**src/lcf_overlap_unit.sv**
```systemverilog
// Shared compare unit: inclusive overlap test of the new box against one kept box.
module lcf_overlap_unit #(
    parameter int LW = 32,
    parameter int RW = 33
) (
    input  logic [LW-1:0] new_left,
    input  logic [LW-1:0] new_top,
    input  logic [RW-1:0] new_right,
    input  logic [RW-1:0] new_bottom,
    input  logic [LW-1:0] kept_left,
    input  logic [LW-1:0] kept_top,
    input  logic [RW-1:0] kept_right,
    input  logic [RW-1:0] kept_bottom,
    output logic          hit
);

    logic x_hit;
    logic y_hit;

    // Both boxes are well formed (left <= right, top <= bottom), so the
    // min/max test reduces to two cross compares per axis. Touching edges overlap.
    assign x_hit = (kept_right >= RW'(new_left)) && (new_right >= RW'(kept_left));
    assign y_hit = (kept_bottom >= RW'(new_top)) && (new_bottom >= RW'(kept_top));
    assign hit   = x_hit && y_hit;

endmodule

```
**config.mk**
```make
export PLATFORM = sky130hd
export DESIGN_NAME = lcf_overlap_unit
export DESIGN_NICKNAME = d
export VERILOG_FILES = /design/src/lcf_overlap_unit.sv
export SDC_FILE = /design/constraint.sdc
export NUM_CORES = 1
export LEC_CHECK = 0
export BUFFER_PORTS_ARGS = -buffer_cell sky130_fd_sc_hd__buf_2
export CAP_MARGIN = 20
export CORE_AREA = 2 2 101 103
export DETAILED_ROUTE_END_ITERATION = 8
export DIE_AREA = 0 0 103 105
export GPL_ROUTABILITY_DRIVEN = 0
export PLACE_DENSITY = 0.7
export SYNTH_ARGS = -nofsm -noshare
export SYNTH_HDL_FRONTEND = slang
export SYNTH_SLANG_ARGS = --single-unit
```
**constraint.sdc**
```tcl
create_clock -name vclk -period 5.7
set_clock_uncertainty 0.1 [all_clocks]
set_input_delay 0.57 -clock vclk [all_inputs]
set_output_delay 0.57 -clock vclk [all_outputs]
set_load 0.02 [all_outputs]
```
== Word level (Yosys, flattened, before mapping) ==
Index checks and enable logic that the tools add are counted.
Word-level totals
  memories: 0
  bits in read-only memories: 0
  word-level logic and storage cells: 7
  register bits: 0
  bits in latches: 0
  output and inout port bits: 1
  RAM bits: 0
Operators by class
  $lt $le $gt $ge: 4
  bitwise operators: 0
  mux-type cells: 0
  add/subtract/negate cells: 0
  shifts and indexed selects: 0
  $mul: 0
  reduce and logical (&&, ||, !) cells: 3
  equal/unequal tests: 0
  div/mod/pow operators: 0
Operator list (count)
  33-bit by 32-bit greater-or-equal comparator with 1-bit output: 4
  1-bit logical AND: 3

== Logic depth before layout (Yosys ltp) ==
Gate-level depths: netlist (run 1).
  word-level depth: 3
  depth in mapped cells: 9
  mapped depth without buffers: 9

== Worst setup path after synthesis (run 1) ==
OpenSTA, ideal clock, no wires.
  kind: input port to output port
  start point: input port new_left[7]
  end point: output port hit
  path slack: 2844 ps
  arrival time: 2186 ps
  stages: 9
  cells stage by stage: inv_1 -> ha_1 -> and4_1 -> o211ai_1 -> o211ai_1 -> a211oi_1 -> o31ai_1 -> a21oi_1 -> nor4_2
Between the ends
  cells in the longest elaborated chain, start to end: 3
Ends and longest elaborated chain
  start, declared: line 6  | input logic [LW-1:0] new_left,
  33-bit by 32-bit greater-or-equal comparator with 1-bit output: line 22  | assign x_hit = (kept_right >= RW'(new_left)) && (new_right >= RW'(kept_left));
  1-bit logical AND: line 22
  1-bit logical AND: line 24  | assign hit = x_hit && y_hit;
  end, declared: line 14  | output logic hit
No other way between the ends.

== Worst setup path in the final report (run 1) ==
  start point: input port new_top[2]
  end point: output port hit
Between the ends
  cells in the longest elaborated chain, start to end: 3
Ends and longest elaborated chain
  start, declared: line 7  | input logic [LW-1:0] new_top,
  33-bit by 32-bit greater-or-equal comparator with 1-bit output: line 23  | assign y_hit = (kept_bottom >= RW'(new_top)) && (new_bottom >= RW'(kept_top));
  1-bit logical AND: line 23
  1-bit logical AND: line 24
No other way between the ends.

==> results.sh, run 1 <==
export IMPL_postPlaceCellArea_sq_um=4650
export IMPL_m1WireLength_um=4150
export IMPL_wire_per_inst_um=12.3
export IMPL_hold_end="hit"
export IMPL_seq_area_frac_synth=0
export IMPL_synthCells=438
export IMPL_cts_setup_buffers=0
export IMPL_layout_nets=1089
export IMPL_power_leakage_uw=0.00317
export IMPL_drtIter0Drc=76
export IMPL_grt_ovfl_total=0
export IMPL_place_ws_ns=2.57
export IMPL_nFlopsAndLatches=0
export IMPL_highest_layer="met4"
export IMPL_drt_pre_antenna_iters=4
export IMPL_cp_data_required_time_ns=5.03
export IMPL_maxCapViolCount=0
export IMPL_min_path_cells=6
export IMPL_clkbuf_count=0
export IMPL_diodes=0
export IMPL_yosys_area_share_simple=0.130
export IMPL_antenna_found_initial=0
export IMPL_die_w_um=103
export IMPL_wl_met3_um=634
export IMPL_syn_nets=826
export IMPL_grt_max_degree=4
export IMPL_hold_viol=0
export IMPL_endpoint_kind="primary output"
export IMPL_dieArea_sq_um=10800
export IMPL_port_buffers=261
export IMPL_die_h_um=105
export IMPL_min_period_over_period=0.543
export IMPL_layout_commonest_cell="buf_2"
export IMPL_multi_input_area_sq_um=2700
export IMPL_row_count=36
export IMPL_grt_use_total=0.176
export IMPL_crit_fanout=2
export IMPL_setup_worst_path_start_class="input port"
export IMPL_rsz0062_at_grt="false"
export IMPL_fin_area_sq_um=4650
export IMPL_powerDensity_nw_per_um2=61.9
export IMPL_dp_hpwl_um=9920
export IMPL_cts_repair_resized=0
export IMPL_postCtsHoldBufs=0
export IMPL_setup_tns_ns=0
export IMPL_drcViolationCount=0
export IMPL_wirelength_um=10300
export IMPL_synth_area_sq_um=3180
export IMPL_vias_per_cell=4.68
export IMPL_drive_gt1_frac=0.381
export IMPL_syn2layout_area_growth_pct=46.3
export IMPL_maxSlewViolCount=0
export IMPL_worstHoldStart="new_right[32]"
export IMPL_synth_top_area_frac=0.503
export IMPL_yosysUniqueCellTypes=36
export IMPL_synthXorXnorAreaFrac=0
export IMPL_cp_arrival_ns=2.43
export IMPL_synthAdderAreaFrac=0.503
export IMPL_fp_coreArea_sq_um=9640
export IMPL_relSlewSlack=0.751
export IMPL_mostFrequentLayoutCells="buf_2, inv_1, ha_1, a21oi_1, a21o_1"
export IMPL_crit_type="in -> out"
export IMPL_seq_area_sq_um=0
export IMPL_antenna_left=0
export IMPL_min_period_ns=3.10
export IMPL_avgSynthCellArea_sq_um=7.26
export IMPL_ys_warn_count=0
export IMPL_netlist_top_cell_by_area="ha_1"
export IMPL_setup_viol=0
export IMPL_met2RoutedLength_um=5350
export IMPL_ir_drop_v=0.0000294
export IMPL_ios=261
export IMPL_worstMarginPinSlew_ns=0.364
export IMPL_fillers=971
export IMPL_synth_top_family_by_area="adder cells"
export IMPL_start_util=0.330
export IMPL_setup_slack_ns=2.60
export IMPL_yosys_top_cells_area="ha_1, inv_1, a21oi_1"
export IMPL_synth_compound_area_frac=0.215
export IMPL_hold_path_class="in -> out"
export IMPL_vias=3891
export IMPL_outcome="complete, no violations"
export IMPL_grt_pass1_wl_um=16100
export IMPL_finalPower_uw=288
export IMPL_grt_pass1_vias=3962
export IMPL_muxShareOfSynthArea=0
export IMPL_fmax_mhz=323
-- layout make-up --
| cell class | instances | share of cell area |
|---|---|---|
| Timing Repair Buffer | 261 | 0.281 |
| Inverter | 129 | 0.104 |
| Multi-Input combinational cell | 309 | 0.580 |
| Tap cell | 133 | 0.0358 |
-- power breakdown --
group,internal [uW],switching [uW],leakage (uW)
combinational,154,134,0.00317
clock,0,0,0
sequential,0,0,0
total,154,134,0.00317
-- metal layers --
| metal | global-route usage | up-vias |
|---|---|---|
| met5 | 0 | - |
| met4 | 0.0235 | 0 |
| met3 | 0.0161 | 14 |
| met2 | 0.346 | 144 |
| met1 | 0.205 | 1684 |
| li1 | - | 2049 |
-- worst max path at each step --
stage	to	startpoint	cells after the start
final	hit	new_top[2]	11
after global routing	hit	new_top[8]	11
after CTS	hit	new_bottom[30]	9
after detailed placement	hit	new_bottom[30]	9
after global placement	hit	new_bottom[30]	9
after floorplan	hit	new_left[7]	9
-- critical path, cell delays in order --
cell,delay (ns)
buf_2,0.07
inv_1,0.03
ha_1,0.29
nand3_1,0.07
a21oi_1,0.12
o311ai_0,0.16
a211o_1,0.30
a211oi_1,0.32
o21ai_2,0.12
nor4_2,0.14
buf_2,0.22
-- stage by stage --
stage | hold WS, ns | cells | utilization
after global placement | 1.80 | 832 | 0.483
after global routing | 1.87 | 832 | 0.483
after CTS | 1.83 | 832 | 0.483
after detailed placement | 1.82 | 832 | 0.483
after floorplan | 1.44 | 438 | -
final | 1.80 | 832 | 0.483
-- cell usage after synthesis, types with 3 or more instances --
cell / instances
o21ai_0: 12
nand2_1: 18
inv_1: 129
a211o_1: 5
ha_1: 128
nor3_1: 3
o211ai_1: 4
a21oi_1: 39
a21o_1: 25
nor2b_1: 3
nand4_1: 17
nand3_1: 9
and4_1: 3
nor2_1: 11
a211oi_1: 7
-- kinds of logic after synthesis --
kind of cell	Yosys count
buffers and inverters	129
adder cells (fa/ha/maj)	128
AO/OA/AOI/OAI	105
AND/OR/NAND/NOR	76
(Power assumes the default switching activity.)
==> run 2: changes to the inputs <==
--- a/config.mk
+++ b/config.mk
@@ -7,11 +7,11 @@
 export LEC_CHECK = 0
 export BUFFER_PORTS_ARGS = -buffer_cell sky130_fd_sc_hd__buf_2
 export CAP_MARGIN = 20
-export CORE_AREA = 2 2 101 103
+export CORE_AREA = 2 2 100 102
 export DETAILED_ROUTE_END_ITERATION = 8
-export DIE_AREA = 0 0 103 105
+export DIE_AREA = 0 0 102 104
 export GPL_ROUTABILITY_DRIVEN = 0
-export PLACE_DENSITY = 0.7
+export PLACE_DENSITY = 0.71
 export SYNTH_ARGS = -nofsm -noshare
 export SYNTH_HDL_FRONTEND = slang
 export SYNTH_SLANG_ARGS = --single-unit
==> constraint.sdc (replaced) <==
create_clock -name vclk -period 3.2
set_clock_uncertainty 0.1 [all_clocks]
set_input_delay 0.32 -clock vclk [all_inputs]
set_output_delay 0.32 -clock vclk [all_outputs]
set_load 0.02 [all_outputs]
==> results.sh, run 2 (synthesis results as in run 1) <==
export IMPL_outcome="complete, no violations"
export IMPL_endpoint_kind="primary output"
export IMPL_relSlewSlack=0.699
export IMPL_hold_worst_slack_ns=1.28
export IMPL_crit_fanout=2
export IMPL_row_count=36
export IMPL_drive_gt1_frac=0.381
export IMPL_wirelength_um=10200
export IMPL_crit_type="in -> out"
export IMPL_grt_max_degree=4
export IMPL_grt_use_total=0.182
export IMPL_cp_data_required_time_ns=2.78
export IMPL_port_buffers=261
export IMPL_grt_pass1_wl_um=16200
export IMPL_drt_pre_antenna_iters=4
export IMPL_maxCapViolCount=0
export IMPL_dieArea_sq_um=10600
export IMPL_start_util=0.333
export IMPL_rsz0062_at_grt="false"
export IMPL_vias=3848
export IMPL_nFlopsAndLatches=0
export IMPL_ios=261
export IMPL_cts_setup_buffers=0
export IMPL_maxSlewViolCount=0
export IMPL_fmax_mhz=369
export IMPL_mostFrequentLayoutCells="buf_2, inv_1, ha_1, a21oi_1, a21o_1"
export IMPL_setup_worst_path_start_class="input port"
export IMPL_min_period_over_period=0.848
export IMPL_setup_viol=0
export IMPL_postCtsHoldBufs=0
export IMPL_clkbuf_count=0
export IMPL_grt_ovfl_total=0
export IMPL_die_h_um=104
export IMPL_die_w_um=102
export IMPL_fp_coreArea_sq_um=9550
export IMPL_power_leakage_uw=0.00317
export IMPL_drtIter0Drc=79
export IMPL_ir_drop_v=0.0000473
export IMPL_wire_per_inst_um=12.2
export IMPL_hold_viol=0
export IMPL_seq_area_sq_um=0
export IMPL_powerDensity_nw_per_um2=110
export IMPL_layout_nets=1089
export IMPL_dp_hpwl_um=9910
export IMPL_worstMarginPinSlew_ns=0.440
export IMPL_hold_path_class="in -> out"
export IMPL_layout_commonest_cell="buf_2"
export IMPL_drcViolationCount=0
export IMPL_min_period_ns=2.71
export IMPL_antenna_left=0
export IMPL_cts_repair_resized=0
export IMPL_dp_cells=832
export IMPL_grt_pass1_vias=3923
export IMPL_setup_tns_ns=0
export IMPL_vias_per_cell=4.63
export IMPL_syn2layout_area_growth_pct=46.3
export IMPL_cp_arrival_ns=2.29
export IMPL_final_cells=832
export IMPL_diodes=0
export IMPL_antenna_found_initial=0
==> run 2: cell counts in the layout (fill, tap and decap cells not counted) <==
No cell type changed its count.
==> run 2: per-layer routing <==
metal,wire length [um],vias up,global-route usage
met1,4240,1669,0.207
li1,-,2045,-
met3,454,16,0.0101
met2,5330,118,0.367
met5,0,-,0
met4,157,0,0.0248
==> run 2: through the flow <==
step | setup slack [ns] | cell area, sq um | utilization | power [uW]
floorplan | 0.844 | 3180 | - | 277
global placement | 0.460 | 4650 | 0.487 | 493
detailed placement | 0.451 | 4650 | 0.487 | 516
CTS | 0.438 | 4650 | 0.487 | 520
global route | 0.306 | 4650 | 0.487 | 597
finish | 0.487 | 4650 | 0.487 | 512
==> run 2: power by group <==
part           internal (uW)  leakage [uW]  switching (uW)  total (uW)
Combinational            275       0.00317             237         512
Sequential                 0             0               0           0
Clock                      0             0               0           0
==> run 2: layout make-up <==
type                            instances  area, sq um
Fill cell                             982         4890
Multi-Input combinational cell        309         2700
Timing Repair Buffer                  261         1310
Inverter                              129          484
Tap cell                              133          166
==> run 2: worst max-delay path: stages <==
cell and delay [ns]:
buf_2 0.07, inv_1 0.03, ha_1 0.29, nand3_1 0.07, a21oi_1 0.11, o311ai_0 0.15
a211o_1 0.31, a211oi_1 0.38, o21ai_2 0.14, nor4_2 0.19, buf_2 0.22
==> run 2: final timing paths <==
check                     startpoint   to  slack [ns]  depth (start not counted)
worst max-delay path      new_top[2]  hit        0.49                         11
worst min-delay path  kept_right[32]  hit        1.28                          7
==> run 3: changes to the inputs <==
--- a/config.mk
+++ b/config.mk
@@ -7,9 +7,9 @@
 export LEC_CHECK = 0
 export BUFFER_PORTS_ARGS = -buffer_cell sky130_fd_sc_hd__buf_2
 export CAP_MARGIN = 20
-export CORE_AREA = 2 2 100 102
+export CORE_AREA = 2 2 102 104
 export DETAILED_ROUTE_END_ITERATION = 8
-export DIE_AREA = 0 0 102 104
+export DIE_AREA = 0 0 104 106
 export GPL_ROUTABILITY_DRIVEN = 0
 export PLACE_DENSITY = 0.71
 export SYNTH_ARGS = -nofsm -noshare
==> constraint.sdc (replaced) <==
create_clock -name vclk -period 2.4
set_clock_uncertainty 0.1 [all_clocks]
set_input_delay 0.24 -clock vclk [all_inputs]
set_output_delay 0.24 -clock vclk [all_outputs]
set_load 0.02 [all_outputs]
==> results.sh, run 3 (synthesis results as in run 1) <==
export IMPL_power_leakage_uw=0.00326
export IMPL_crit_type="in -> out"
export IMPL_cpPeakStageDelay_ns=0.27
export IMPL_drcViolationCount=0
export IMPL_grt_pass1_vias=3834
export IMPL_final_util=0.514
export IMPL_rsz0062_at_grt="true"
export IMPL_wire_per_inst_um=12.3
export IMPL_outcome="complete, no violations"
export IMPL_port_buffers=261
export IMPL_maxSlewViolCount=0
export IMPL_fp_coreArea_sq_um=10000
export IMPL_grt_pass1_wl_um=16200
export IMPL_fillers=985
export IMPL_p_comb_frac=1.000
export IMPL_grt_ovfl_total=0
export IMPL_place_ws_ns=-0.0850
export IMPL_cpMaxStageDelayCell="nor4_4"
export IMPL_p_sw_uw=355
export IMPL_crit_fanout=2
export IMPL_timing_critical_path_mode_cell="o211ai_1"
export IMPL_antenna_left=0
export IMPL_diodes=0
export IMPL_maxCapViolCount=0
export IMPL_layout_commonest_cell="buf_2"
export IMPL_postCtsHoldBufs=0
export IMPL_min_path_cells=6
export IMPL_dp_cells=841
export IMPL_final_cells=843
export IMPL_cp_arrival_ns=2.03
export IMPL_clkPwrFrac=0
export IMPL_cp_data_required_time_ns=2.06
export IMPL_syn2layout_area_growth_pct=61.7
export IMPL_seq_area_sq_um=0
export IMPL_setup_worst_path_start_class="input port"
export IMPL_antenna_found_initial=0
export IMPL_powerDensity_nw_per_um2=153
export IMPL_setup_viol=0
export IMPL_power_frac_seq=0
export IMPL_die_w_um=104
export IMPL_drive_gt1_frac=0.453
export IMPL_path_cells="buf_6, inv_4, ha_4, and4_1, o211ai_1, o211ai_1, a211oi_2, o31ai_2, a21oi_2, nor4_4, buf_4"
export IMPL_endpoint_kind="primary output"
export IMPL_hold_viol=0
export IMPL_use_met3=0.0239
export IMPL_setup_slack_ns=0.0319
export IMPL_grtUsageMet2=0.345
export IMPL_vias=3877
export IMPL_switching_share=0.450
export IMPL_vias_per_cell=4.60
export IMPL_nFlopsAndLatches=0
export IMPL_gr_usage_met1=0.200
export IMPL_min_period_over_period=0.987
export IMPL_drtIter0Drc=90
export IMPL_start_util=0.318
export IMPL_relSlewSlack=0.681
export IMPL_dp_hpwl_um=9430
export IMPL_hold_worst_slack_ns=1.12
export IMPL_drt_pre_antenna_iters=4
export IMPL_hold_path_class="in -> out"
export IMPL_mostFrequentLayoutCells="buf_2, inv_1, ha_1, a21oi_1, a21o_1"
export IMPL_wirelength_um=10400
export IMPL_fmax_mhz=422
export IMPL_dieArea_sq_um=11000
export IMPL_power_internal_uw=433
export IMPL_grt_use_total=0.174
export IMPL_busiest_layer="met2"
export IMPL_die_h_um=106
export IMPL_layout_nets=1097
export IMPL_ir_drop_v=0.0000774
export IMPL_worstMarginPinSlew_ns=0.474
export IMPL_row_count=37
export IMPL_ios=261
export IMPL_grt_max_degree=4
export IMPL_min_period_ns=2.37
export IMPL_clkbuf_count=0
[run 3: changes by cell type in the layout (fill, tap and decap cells not counted), sizes merged]
cell / change
buf: +8
[run 3: cell type report]
cell class	count	area [sq um]	area share
inverter	129	492	0.0956
multi-input combinational	309	3000	0.584
tap	136	170	0.0331
timing repair buffer	269	1480	0.287
[run 3: layer usage]
metal | up-vias | wire length, um | share of wire
met2 | 143 | 5450 | 0.52
met5 | - | 0 | 0
met4 | 0 | 125 | 0.012
met1 | 1662 | 4210 | 0.40
li1 | 2060 | - | -
met3 | 12 | 621 | 0.060
[run 3: repair_timing]
| action | in CTS | in global routing |
|---|---|---|
| pin swaps | 31 | 20 |
| setup buffers | 1 | 1 |
| resized for setup | 43 | 35 |
| endpoints found under the setup margin | 1 | 1 |
[run 3: final timing paths]
path | slack [ns] | end | from
worst max-delay path | 0.03 | hit | new_left[5]
worst min-delay path | 1.12 | hit | new_right[32]
[run 3: power by group through the flow]
| stage | Sequential, uW | Combinational [uW] | Clock, uW |
|---|---|---|---|
| final | 0 | 788 | 0 |
| after global routing | 0 | 907 | 0 |
| after CTS | 0 | 748 | 0 |
| after detailed placement | 0 | 692 | 0 |
| after global placement | 0 | 680 | 0 |
| after floorplan | 0 | 369 | 0 |
[run 3: stage by stage]
stage	area (sq um)	TNS [ns]	total power (uW)
3_3_place_gp	4700	-0.116	680
5_1_grt	5140	-0.0768	907
6_report	5140	0	788
3_5_place_dp	4700	-0.0850	692
4_1_cts	4940	0	748
2_1_floorplan	3180	0	369
[run 3: critical path: cells and delay by family]
family          cells  cell delay [ns]
compound gates      5             0.77
simple gates        2             0.49
buf+inv             3             0.29
fa+ha+maj           1             0.24
